<file path="config.mk">
export PLATFORM = sky130hd
export DESIGN_NAME = load_cell_adc_serial_reader
export DESIGN_NICKNAME = d
export VERILOG_FILES = /design/src/rtl/lcasr_pkg.sv /design/src/rtl/load_cell_adc_serial_reader.sv /design/src/rtl/lcasr_csr.sv /design/src/rtl/lcasr_core.sv
export SDC_FILE = /design/constraint.sdc
export NUM_CORES = 1
export LEC_CHECK = 0
export BUFFER_PORTS_ARGS = -buffer_cell sky130_fd_sc_hd__buf_2
export CELL_PAD_IN_SITES_DETAIL_PLACEMENT = 1
export CELL_PAD_IN_SITES_GLOBAL_PLACEMENT = 1
export CORE_UTILIZATION = 44
export CTS_BUF_LIST = sky130_fd_sc_hd__clkbuf_16
export CTS_CLUSTER_SIZE = 16
export DETAILED_ROUTE_END_ITERATION = 16
export HOLD_SLACK_MARGIN = 0.15
export PLACE_DENSITY_LB_ADDON = 0.1
export SYNTH_ARGS = -nofsm -noshare
export SYNTH_HDL_FRONTEND = slang
export SYNTH_HIERARCHICAL = 1
export SYNTH_SLANG_ARGS = --single-unit
</file>
<file path="constraint.sdc">
create_clock -name clock -period 3.3 [get_ports clock]
set_input_delay 0.165 -clock clock [delete_from_list [all_inputs] [get_ports clock]]
set_output_delay 0.165 -clock clock [all_outputs]
set_load 0.01 [all_outputs]
</file>
<file path="src/rtl/lcasr_pkg.sv">
package lcasr_pkg;

   localparam int SAMPLE_BITS_DEF = 24;
   localparam int SAMPLE_W        = 24;
   localparam int HOLD_W          = 16;
   localparam logic [HOLD_W-1:0] HOLD_RESET = 16'd65;

   typedef enum logic [1:0] {
      MODE_IDLE = 2'd0,
      MODE_READ = 2'd1,
      MODE_PDOWN = 2'd2,
      MODE_PUP = 2'd3
   } mode_type;

   typedef enum logic [2:0] {
      ST_OK = 3'd0,
      ST_NOT_READY = 3'd1,
      ST_POWER = 3'd2,
      ST_PARAM = 3'd3,
      ST_BUSY = 3'd4
   } status_type;

   typedef enum logic [2:0] {
      PH_IDLE = 3'd0,
      PH_BIT_HIGH = 3'd1,
      PH_BIT_LOW = 3'd2,
      PH_EXTRA_HIGH = 3'd3,
      PH_EXTRA_LOW = 3'd4,
      PH_PD_HOLD = 3'd5
   } phase_type;

   // Request beat, lowest field in the lowest bits.
   typedef struct packed {
      logic [1:0] gain_pulses;
      logic       data_pin;
      mode_type   mode;
   } req_type;

   // Result beat, lowest field in the lowest bits.
   typedef struct packed {
      logic                       status_valid;
      status_type                 status;
      logic                       sample_valid;
      logic signed [SAMPLE_W-1:0] sample;
      logic                       clock_pin;
   } rsp_type;

endpackage

</file>
<file path="src/rtl/load_cell_adc_serial_reader.sv">
// Two-wire load-cell converter master, one pin-timing tick per request beat.
// req channel: one beat per tick carrying mode, sampled data pin level and
//   the extra gain pulse count. Every request beat gives exactly one rsp beat.
// rsp channel: clock pin level for the tick, sign-extended sample with its
//   valid flag, and the status answer with its valid flag.
// csr channel: write of the power-down hold length in ticks; write it only
//   while no sequence is running and no beat is in flight.
// Path: a request beat goes through the input register, then the result
//   register, with the tick logic between them.
// Throughput: one beat per cycle while rsp_tready stays high; the limit is
//   the single tick update of the sequencer state between the two registers.
// A read takes 2*SAMPLE_BITS + 2*gain_pulses + 1 ticks from request to sample.
// Reset: sequencer idle, clock low, powered up, hold length 65, both stages
//   empty.
// Stall: when rsp_tready is low the result register holds its beat, the input
//   register takes one more beat, and req_tready then drops until the result
//   is taken.
module load_cell_adc_serial_reader #(
   parameter int SAMPLE_BITS = lcasr_pkg::SAMPLE_BITS_DEF
) (
   input  logic                         clock,
   input  logic                         reset,
   input  logic                         req_tvalid,
   output logic                         req_tready,
   // [1:0] mode, [2] data_pin, [4:3] gain_pulses, [7:5] zero
   input  logic [7:0]                   req_tdata,
   output logic                         rsp_tvalid,
   input  logic                         rsp_tready,
   // [0] clock_pin, [24:1] sample, [25] sample_valid, [28:26] status,
   // [29] status_valid, [31:30] zero
   output logic [31:0]                  rsp_tdata,
   input  logic                         csr_valid,
   output logic                         csr_ready,
   input  logic [lcasr_pkg::HOLD_W-1:0] csr_data
);
   import lcasr_pkg::*;

   localparam int REQ_W = $bits(req_type);
   localparam int RSP_W = $bits(rsp_type);

   logic              in_vld_ff, in_vld_in;
   req_type           in_req_ff;
   logic              out_vld_ff, out_vld_in;
   rsp_type           out_rsp_ff;
   rsp_type           step_rsp;
   logic              advance;
   logic [HOLD_W-1:0] hold_ticks;

   // Move the input beat on when the result register is free or draining
   assign advance    = in_vld_ff && (!out_vld_ff || rsp_tready);
   assign req_tready = !in_vld_ff || advance;

   always_comb begin
      in_vld_in = in_vld_ff;
      if (req_tvalid && req_tready) begin
         in_vld_in = 1'b1;
      end else if (advance) begin
         in_vld_in = 1'b0;
      end
      out_vld_in = out_vld_ff;
      if (advance) begin
         out_vld_in = 1'b1;
      end else if (rsp_tready) begin
         out_vld_in = 1'b0;
      end
   end

   always_ff @(posedge clock) begin
      if (reset) begin
         in_vld_ff  <= 1'b0;
         out_vld_ff <= 1'b0;
      end else begin
         in_vld_ff  <= in_vld_in;
         out_vld_ff <= out_vld_in;
      end
   end

   // Capture payloads
   always_ff @(posedge clock) begin
      if (req_tvalid && req_tready) begin
         in_req_ff <= req_type'(req_tdata[REQ_W-1:0]);
      end
      if (advance) begin
         out_rsp_ff <= step_rsp;
      end
   end

   lcasr_csr u_csr (
      .clock      (clock),
      .reset      (reset),
      .csr_valid  (csr_valid),
      .csr_ready  (csr_ready),
      .csr_data   (csr_data),
      .hold_ticks (hold_ticks)
   );

   lcasr_core #(
      .SAMPLE_BITS (SAMPLE_BITS)
   ) u_core (
      .clock      (clock),
      .reset      (reset),
      .step_en    (advance),
      .req        (in_req_ff),
      .hold_ticks (hold_ticks),
      .rsp        (step_rsp)
   );

   assign rsp_tvalid = out_vld_ff;
   assign rsp_tdata  = {(32 - RSP_W)'(0), out_rsp_ff};

endmodule

</file>
<file path="src/rtl/lcasr_csr.sv">
module lcasr_csr (
   input  logic                        clock,
   input  logic                        reset,
   input  logic                        csr_valid,
   output logic                        csr_ready,
   input  logic [lcasr_pkg::HOLD_W-1:0] csr_data,
   output logic [lcasr_pkg::HOLD_W-1:0] hold_ticks
);
   import lcasr_pkg::*;

   logic [HOLD_W-1:0] hold_ticks_ff;
   logic [HOLD_W-1:0] hold_ticks_in;

   // Take every write beat at once
   assign csr_ready = 1'b1;

   always_comb begin
      hold_ticks_in = hold_ticks_ff;
      if (csr_valid) begin
         hold_ticks_in = csr_data;
      end
   end

   always_ff @(posedge clock) begin
      if (reset) begin
         hold_ticks_ff <= HOLD_RESET;
      end else begin
         hold_ticks_ff <= hold_ticks_in;
      end
   end

   assign hold_ticks = hold_ticks_ff;

endmodule

</file>
<file path="src/rtl/lcasr_core.sv">
module lcasr_core #(
   parameter int SAMPLE_BITS = lcasr_pkg::SAMPLE_BITS_DEF
) (
   input  logic                         clock,
   input  logic                         reset,
   input  logic                         step_en,
   input  lcasr_pkg::req_type           req,
   input  logic [lcasr_pkg::HOLD_W-1:0] hold_ticks,
   output lcasr_pkg::rsp_type           rsp
);
   import lcasr_pkg::*;

   localparam int CNT_W = $clog2(SAMPLE_BITS);
   localparam logic [CNT_W-1:0] LAST_BIT = CNT_W'(SAMPLE_BITS - 1);

   phase_type              phase_ff, phase_in;
   logic                   clock_ff, clock_in;
   logic [CNT_W-1:0]       bit_cnt_ff, bit_cnt_in;
   logic [SAMPLE_BITS-1:0] shift_ff, shift_in;
   logic [1:0]             pulses_ff, pulses_in;
   logic [HOLD_W-1:0]      hold_ff, hold_in;
   logic                   pdown_ff, pdown_in;
   logic [HOLD_W-1:0]      hold_start;
   logic [1:0]             pulses_dec;
   logic [HOLD_W-1:0]      hold_dec;

   assign hold_start = (hold_ticks == '0) ? '0 : hold_ticks - HOLD_W'(1);
   assign pulses_dec = pulses_ff - 2'd1;
   assign hold_dec   = hold_ff - HOLD_W'(1);

   // Next state and result for the tick at the input stage
   always_comb begin
      phase_in   = phase_ff;
      clock_in   = clock_ff;
      bit_cnt_in = bit_cnt_ff;
      shift_in   = shift_ff;
      pulses_in  = pulses_ff;
      hold_in    = hold_ff;
      pdown_in   = pdown_ff;
      rsp        = '0;

      if (phase_ff == PH_IDLE) begin
         case (req.mode)
            MODE_READ: begin
               rsp.status_valid = 1'b1;
               if (req.gain_pulses == 2'd0) begin
                  rsp.status = ST_PARAM;
               end else if (pdown_ff) begin
                  rsp.status = ST_POWER;
               end else if (req.data_pin) begin
                  rsp.status = ST_NOT_READY;
               end else begin
                  rsp.status = ST_OK;
                  clock_in   = 1'b0;
                  bit_cnt_in = '0;
                  shift_in   = '0;
                  pulses_in  = req.gain_pulses;
                  phase_in   = PH_BIT_HIGH;
               end
            end
            MODE_PDOWN: begin
               rsp.status_valid = 1'b1;
               if (pdown_ff) begin
                  rsp.status = ST_POWER;
               end else begin
                  rsp.status = ST_OK;
                  clock_in   = 1'b1;
                  hold_in    = hold_start;
                  if (hold_start == '0) begin
                     pdown_in = 1'b1;
                  end else begin
                     phase_in = PH_PD_HOLD;
                  end
               end
            end
            MODE_PUP: begin
               rsp.status_valid = 1'b1;
               if (!pdown_ff) begin
                  rsp.status = ST_POWER;
               end else begin
                  rsp.status = ST_OK;
                  clock_in   = 1'b0;
                  pdown_in   = 1'b0;
               end
            end
            default: begin
            end
         endcase
      end else begin
         // Refuse requests while a sequence runs
         if (req.mode != MODE_IDLE) begin
            rsp.status_valid = 1'b1;
            rsp.status       = ST_BUSY;
         end
         case (phase_ff)
            PH_BIT_HIGH: begin
               clock_in = 1'b1;
               shift_in = {shift_ff[SAMPLE_BITS-2:0], req.data_pin};
               phase_in = PH_BIT_LOW;
            end
            PH_BIT_LOW: begin
               clock_in = 1'b0;
               if (bit_cnt_ff == LAST_BIT) begin
                  bit_cnt_in = '0;
                  phase_in   = PH_EXTRA_HIGH;
               end else begin
                  bit_cnt_in = bit_cnt_ff + CNT_W'(1);
                  phase_in   = PH_BIT_HIGH;
               end
            end
            PH_EXTRA_HIGH: begin
               clock_in = 1'b1;
               phase_in = PH_EXTRA_LOW;
            end
            PH_EXTRA_LOW: begin
               clock_in  = 1'b0;
               pulses_in = pulses_dec;
               if (pulses_dec == 2'd0) begin
                  rsp.sample       = SAMPLE_W'($signed(shift_ff));
                  rsp.sample_valid = 1'b1;
                  phase_in         = PH_IDLE;
               end else begin
                  phase_in = PH_EXTRA_HIGH;
               end
            end
            PH_PD_HOLD: begin
               clock_in = 1'b1;
               hold_in  = hold_dec;
               if (hold_dec == '0) begin
                  pdown_in = 1'b1;
                  phase_in = PH_IDLE;
               end
            end
            default: begin
               phase_in = PH_IDLE;
            end
         endcase
      end
      rsp.clock_pin = clock_in;
   end

   // Advance state only when the tick moves to the result stage
   always_ff @(posedge clock) begin
      if (reset) begin
         phase_ff   <= PH_IDLE;
         clock_ff   <= 1'b0;
         bit_cnt_ff <= '0;
         shift_ff   <= '0;
         pulses_ff  <= '0;
         hold_ff    <= '0;
         pdown_ff   <= 1'b0;
      end else if (step_en) begin
         phase_ff   <= phase_in;
         clock_ff   <= clock_in;
         bit_cnt_ff <= bit_cnt_in;
         shift_ff   <= shift_in;
         pulses_ff  <= pulses_in;
         hold_ff    <= hold_in;
         pdown_ff   <= pdown_in;
      end
   end

endmodule

</file>
==> flow_metrics.py, run 1 <==
metrics = {
    "power": {
        "power.leakage_nw": 2.294,
        "vdd_drop_max_mv": 0.2945,
        "power_mw": 2.772,
        "powerDensity_mw_per_mm2": 466.3,
    },
    "detailed_routing": {
        "drt-pass1-iter-count": 4,
        "drtIter0Drc": 163,
        "route.detailed.drc": 0,
        "antenna_left": 0,
        "vias_per_cell": 5.655,
        "drt-total-wl_mm": 13.09,
        "wl_per_cell_um": 17.38,
        "vias": 4258,
    },
    "hold_path": {
        "hold_class": "input pin to flip-flop",
        "hold_depth": 3,
        "hold_end": "u_csr/hold_ticks[1]$_SDFFE_PP0P_",
        "hp-start": "csr_valid",
    },
    "floorplanning": {
        "die_area_mm2": 0.01202,
        "io_pins": 64,
        "core_area_mm2": 0.01108,
        "die_w_um": 109.6,
        "start_util": 0.4600,
        "die_h_um": 109.6,
        "num_rows": 38,
    },
    "place": {
        "dp_hpwl_mm": 8.493,
        "gp_congestion": 0.8236,
        "dp_slack_ps": 253.2,
        "port-buffer-count": 57,
    },
    "critical_path": {
        "critPathArrivalTime_ps": 3340,
        "reg2reg_from": "u_csr/hold_ticks[6]$_SDFFE_PP1P_",
        "critPathKind": "flip-flop to flip-flop",
        "cp-end-kind": "flip-flop",
        "path_max_fanout": 8,
        "start_kind": "flip-flop",
        "r2r_cells": 7,
        "critPathLaunch": "u_csr/hold_ticks[6]$_SDFFE_PP1P_",
        "rrSetupSlack_ps": 200,
        "cp_data_required_time_ps": 3540,
        "worstReg2RegEnd": "u_core/phase_ff[2]$_SDFFE_PP0P_",
    },
    "outcome": {
        "status": "finished, final reports clean",
    },
    "synthesis": {
        "synth_top_area_cell": "dfxtp_1",
        "yosys.cell_types.count": 65,
        "avgSynthCellArea_um2": 9.300,
        "async_reset_ff_frac": 0,
        "yosys-top-cells-area": "dfxtp_1 27%, edfxtp_1 21%, nor2_1 6.0%, a22oi_1 4.6%, mux2i_1 4.1%",
        "ys_ff_latch": 105,
        "synth-main-ff-cell": "dfxtp_1",
        "yosysWarningCount": 6,
        "synth_edf_count": 35,
        "seq_area_frac_synth": 0.4812,
        "yosys.cell_count.top_type": "nor2_1",
        "synth_area_mm2": 0.005096,
        "synth_top_area_share": 0.2750,
        "netlist_instances": 548,
        "synth_commonest_cells": "82 x nor2_1, 70 x dfxtp_1, 35 x edfxtp_1, 32 x nand2_1",
    },
    "grt": {
        "grt_pass1_vias": 4317,
        "grt_pass1_wl_mm": 21.31,
        "gr-usage-all-layers": 0.2321,
        "antenna_found_initial": 0,
        "grt-ovfl-total": 0,
        "grt_max_degree": 54,
    },
    "timing": {
        "setup-violations-final": 0,
        "worst_slew_pin_slew_ps": 1013,
        "final.setup_skew_ps": 7.241,
        "hold_viol_final": 0,
        "period_needed_ps": 3100,
        "setup_tns_ps": 0,
        "rsz0062_at_grt": "false",
        "fin_crit_sh": 0.9394,
        "drv_slew": 0,
        "setup_slack_ps": 199.9,
        "fmax_mhz": 322.6,
        "slew_headroom": 0.3250,
    },
    "clock_tree": {
        "clock-root-buffer": "clkbuf_16",
        "numCtsBuffers": 9,
        "path_clk_slew_ps": 70,
        "cts_tree": "done",
        "cts_sinks": 105,
        "ctsLongestPathBuffers": 2,
        "clk_latency_ps": 360,
        "cts_htree_levels": 3,
    },
    "cells_and_area": {
        "area_growth_pct": 16.65,
        "n_antenna_cell": 0,
        "drive_above_1_share": 0.1550,
        "final_nets": 642,
    },
    "run": {
        "maxCapViolations": 0,
    },
}
-- layout make-up --
type	instances	area [um^2]
Fill cell	1295	5134
Sequential cell	105	2452
Multi-Input combinational cell	388	2402
Timing Repair Buffer	89	585.6
Clock buffer	9	225.2
Tap cell	140	175.2
Inverter	15	56.30
Clock inverter	7	47.55
-- per-stage QoR --
stage | utilization | instances | area [um^2] | hold slack (ps)
after global routing | 0.5366 | 753 | 5944 | 390.4
after floorplan | - | 549 | 5100 | 227.4
after detailed placement | 0.4903 | 713 | 5431 | 343.7
after global placement | 0.4903 | 713 | 5431 | 342.4
final | 0.5366 | 753 | 5944 | 369.7
after CTS | 0.5366 | 753 | 5944 | 346.4
-- sequential cells by signal, indices dropped and copies added (netlist names) --
name / count
rsp_tdata: 30
u_core/shift_ff: 24
u_core/hold_ff: 16
u_csr/hold_ticks: 16
in_req_ff: 5
u_core/bit_cnt_ff: 5
u_core/phase_ff: 3
u_core/pulses_ff: 2
in_vld_ff: 1
rsp_tvalid: 1
u_core/clock_ff: 1
u_core/pdown_ff: 1
-- critical path, cell delays in order (launching register included) --
cell	delay [ps]
dfxtp_1	360
or4_1	700
nor4_1	340
xor2_1	140
or4_1	630
a221o_1	370
o211ai_2	130
mux2_4	330
-- logic make-up (layout without fill, tap and decap cells) --
logic type,count (synthesis),after routing,synth area share
adder cells (fa/ha/maj),5,5,0.01228
multiplexers,22,22,0.04419
XOR/XNOR,15,15,0.02578
other,2,3,0.001474
flip-flops,105,105,0.4812
buffers and inverters,56,120,0.04984
AND/OR/NAND/NOR,222,222,0.2251
AO/OA/AOI/OAI,121,121,0.1601
-- what timing repair did --
action	4_1_cts	5_1_grt
gates resized for setup	0	0
hold endpoints to repair	23	0
setup buffers	0	0
hold buffers	24	0
-- power breakdown --
group	total (mW)	internal [mW]	switching, mW
registers	1.42	1.38	0.0469
logic	0.349	0.142	0.206
clock network	0.999	0.510	0.489
-- worst max-delay path by stage --
stage,to
after floorplan,u_core/phase_ff[2]$_SDFFE_PP0P_
after global placement,u_core/phase_ff[2]$_SDFFE_PP0P_
after detailed placement,u_core/phase_ff[2]$_SDFFE_PP0P_
after CTS,u_core/phase_ff[2]$_SDFFE_PP0P_
after global routing,u_core/phase_ff[2]$_SDFFE_PP0P_
final,u_core/phase_ff[2]$_SDFFE_PP0P_
-- metal layers --
layer,track usage,vias up,part of all wire
met4,0.1000,0,0.021
li1,-,2082,-
met3,0.03438,19,0.024
met1,0.2852,2092,0.45
met5,0,-,0
met2,0.4034,65,0.51
-- placed cells by master, fill, tap and decap left out, types with 7 or more instances in the layout --
master,synthesis,routed
nand3_1,7,7
and2_1,26,26
a21oi_1,25,24
a22oi_1,31,31
dfxtp_1,70,70
mux2i_1,21,21
xnor2_1,9,9
dlygate4sd3_1,0,24
buf_4,4,8
inv_1,15,17
o21ai_0,27,27
nand2_1,32,32
nor3_1,14,13
nor2_1,82,82
clkbuf_16,0,9
nor4_1,10,10
buf_2,4,57
edfxtp_1,35,35
No activity file was read; power rests on OpenSTA's default activity.
==> run 2: changes to the inputs <==
--- a/config.mk
+++ b/config.mk
@@ -5,10 +5,11 @@
 export SDC_FILE = /design/constraint.sdc
 export NUM_CORES = 1
 export LEC_CHECK = 0
+export ABC_AREA = 1
 export BUFFER_PORTS_ARGS = -buffer_cell sky130_fd_sc_hd__buf_2
 export CELL_PAD_IN_SITES_DETAIL_PLACEMENT = 1
 export CELL_PAD_IN_SITES_GLOBAL_PLACEMENT = 1
-export CORE_UTILIZATION = 44
+export CORE_UTILIZATION = 43
 export CTS_BUF_LIST = sky130_fd_sc_hd__clkbuf_16
 export CTS_CLUSTER_SIZE = 16
 export DETAILED_ROUTE_END_ITERATION = 16
==> run 2 against run 1 <==
Sequential cell count stayed put. Setup slack better by 720 ps. Core utilization is 1.5 points lower. Highest routed layer unchanged. Critical path type unchanged. Sequential power hardly changed.
==> flow_metrics.py, run 2 <==
metrics = {
    "cells_and_area": {
        "drive_above_1_share": 0.1369,
        "seqCellArea_mm2": 0.002452,
        "mostFrequentLayoutCells": "143 x nand2_1, 128 x nor2_1, 112 x inv_1, 70 x dfxtp_1, 57 x buf_2",
        "multiInputGateArea_mm2": 0.002421,
        "n_antenna_cell": 0,
        "final_common_cell": "nand2_1",
        "n_fill_cell": 1561,
        "final_util": 0.5215,
        "largest_register_ffs": 30,
        "final_nets": 840,
        "area_growth_pct": 16.32,
    },
    "detailed_routing": {
        "antenna_left": 0,
        "vias": 4967,
        "drtIter0Drc": 252,
        "route.detailed.drc": 0,
        "wl_per_cell_um": 15.05,
        "drt-pass1-iter-count": 4,
        "vias_per_cell": 5.074,
        "drt-total-wl_mm": 14.74,
    },
    "timing": {
        "setup_slack_ps": 921.3,
        "final.setup_skew_ps": 8.505,
        "hold_viol_final": 0,
        "setup-violations-final": 0,
        "drv_slew": 0,
        "setup_tns_ps": 0,
        "rsz0062_at_grt": "false",
        "fin_crit_sh": 0.7208,
        "period_needed_ps": 2379,
        "slew_headroom": 0.4049,
        "worst_slew_pin_slew_ps": 890.5,
        "fmax_mhz": 420.4,
    },
    "critical_path": {
        "rrSetupSlack_ps": 920,
        "worstReg2RegEnd": "u_core/phase_ff[2]$_SDFFE_PP0P_",
        "reg2reg_from": "u_core/hold_ff[1]$_SDFFE_PP0P_",
        "critPathArrivalTime_ps": 2670,
        "start_kind": "flip-flop",
        "critPathKind": "flip-flop to flip-flop",
        "cp-end-kind": "flip-flop",
        "cp_data_required_time_ps": 3590,
        "path_max_fanout": 5,
        "r2r_cells": 16,
        "critPathLaunch": "u_core/hold_ff[1]$_SDFFE_PP0P_",
    },
    "synthesis": {
        "yosys.cell_types.count": 43,
        "ys_ff_latch": 105,
        "synth_area_mm2": 0.005475,
        "synth_commonest_cells": "143 x nand2_1, 128 x nor2_1, 112 x inv_1, 70 x dfxtp_1, 44 x a21oi_1",
        "yosys.cell_count.top_type": "nand2_1",
        "yosys-top-cells-area": "dfxtp_1 26%, edfxtp_1 19%, nand2_1 9.8%, nor2_1 8.8%, inv_1 7.7%",
        "avgSynthCellArea_um2": 7.409,
        "synth_edf_count": 35,
        "yosysWarningCount": 6,
        "synth_top_area_cell": "dfxtp_1",
        "synth_top_area_share": 0.2559,
        "async_reset_ff_frac": 0,
        "seq_area_frac_synth": 0.4479,
        "synth-main-ff-cell": "dfxtp_1",
        "netlist_instances": 739,
    },
    "clock_tree": {
        "path_clk_slew_ps": 70,
        "clock-root-buffer": "clkbuf_16",
        "cts_tree": "done",
        "cts_resized": 0,
        "clk_latency_ps": 350,
        "cts_setup_buffers": 0,
        "ctsLongestPathBuffers": 2,
        "cts_sinks": 105,
        "numCtsBuffers": 9,
        "cts_htree_levels": 3,
    },
    "power": {
        "power.switching_mw": 0.9593,
        "power.leakage_nw": 2.901,
        "p_int_mw": 2.115,
        "power_mw": 3.075,
        "p_comb_frac": 0.187,
        "p_sw_frac": 0.3120,
        "pwr-share-clk": 0.342,
        "vdd_drop_max_mv": 0.3200,
        "powerDensity_mw_per_mm2": 482.8,
        "p_seq_frac": 0.472,
    },
    "outcome": {
        "status": "finished, final reports clean",
    },
    "grt": {
        "grt-ovfl-total": 0,
        "grt_pass1_wl_mm": 24.94,
        "gr-usage-all-layers": 0.2399,
        "antenna_found_initial": 0,
        "grt_max_degree": 49,
        "grt_pass1_vias": 5184,
    },
    "run": {
        "maxCapViolations": 0,
    },
    "hold_path": {
        "hold_depth": 5,
        "hold_class": "input pin to flip-flop",
        "hp-start": "csr_data[2]",
        "hold_end": "u_csr/hold_ticks[2]$_SDFFE_PP0P_",
    },
    "floorplanning": {
        "die_h_um": 114.8,
        "io_pins": 64,
        "core_area_mm2": 0.01221,
        "num_rows": 40,
        "die_w_um": 114.8,
        "start_util": 0.4484,
        "die_area_mm2": 0.01319,
    },
    "place": {
        "dp_hpwl_mm": 10.33,
        "port-buffer-count": 57,
        "dp_slack_ps": 998.1,
        "gp_congestion": 0.8320,
    },
}
## run 2: layout make-up
class	instances	share of cell area
Timing Repair Buffer	86	0.08762
Clock inverter	7	0.009234
Tap cell	168	0.03301
Clock buffer	9	0.03536
Inverter	118	0.06955
Sequential cell	105	0.3851
Multi-Input combinational cell	486	0.3802
## run 2: repair_timing
| item | in CTS | in global routing |
|---|---|---|
| endpoints found under the hold margin | 22 | 0 |
| hold buffers | 22 | 0 |
| setup endpoints to repair | 0 | 0 |
## run 2: power groups by stage
stage	Clock (mW)	Combinational, mW	Sequential, mW
3_3_place_gp	0	0.525	1.47
3_5_place_dp	0	0.549	1.48
6_report	1.05	0.574	1.45
5_1_grt	1.12	0.651	1.46
4_1_cts	1.08	0.573	1.45
2_1_floorplan	0	0.403	1.47
## run 2: metrics by stage
step                instance area, um^2  hold WS (ps)  cells
floorplan                          5483         227.4    740
global placement                   5864         343.3    941
detailed placement                 5864         347.0    941
CTS                                6369         173.5    979
global route                       6369         197.1    979
finish                             6369         171.0    979
## run 2: worst max path at each step
stage | endpoint | slack [ps]
final | u_core/phase_ff[2]$_SDFFE_PP0P_ | 920
after global routing | u_core/phase_ff[2]$_SDFFE_PP0P_ | 730
after CTS | u_core/phase_ff[2]$_SDFFE_PP0P_ | 970
after detailed placement | u_core/phase_ff[2]$_SDFFE_PP0P_ | 1000
after global placement | u_core/phase_ff[0]$_SDFFE_PP0P_ | 1070
after floorplan | u_core/shift_ff[10]$_SDFFE_PP0P_ | 760
## run 2: layer usage
metal  vias up  routed length (um)  GRT usage
li1       2506                   -          -
met1      2386                6860     0.3076
met2        68                7338     0.4237
met3         7                 399    0.03110
met4         0                 136    0.06580
met5         -                   0          0
## run 2: logic make-up (layout without fill, tap and decap cells)
logic type                 count (synthesis)  in the layout  share of synthesized area
adders and majority gates                  5              5                    0.01143
buffers and inverters                    149            220                     0.1127
AOI/OAI and AO/OA                        125            125                     0.1401
other                                      2              3                   0.001372
DFF                                      105            105                     0.4479
and+or+nand+nor                          347            347                     0.2770
xor gates and xnor gates                   6              6                   0.009598
## run 2: critical path, stage by stage (launching register included)
cell and delay, ps:
dfxtp_1 320, inv_1 110, ha_1 220, nand3_1 180, nor2_2 250, nand2_1 100, nand2_1 80, nand2_1 80
nor2_1 90, nand2_1 60, nor2_1 100, nand2_1 150, a21oi_2 230, nand2_2 120, nand2_1 80, nand2_1 60
nor2_1 110
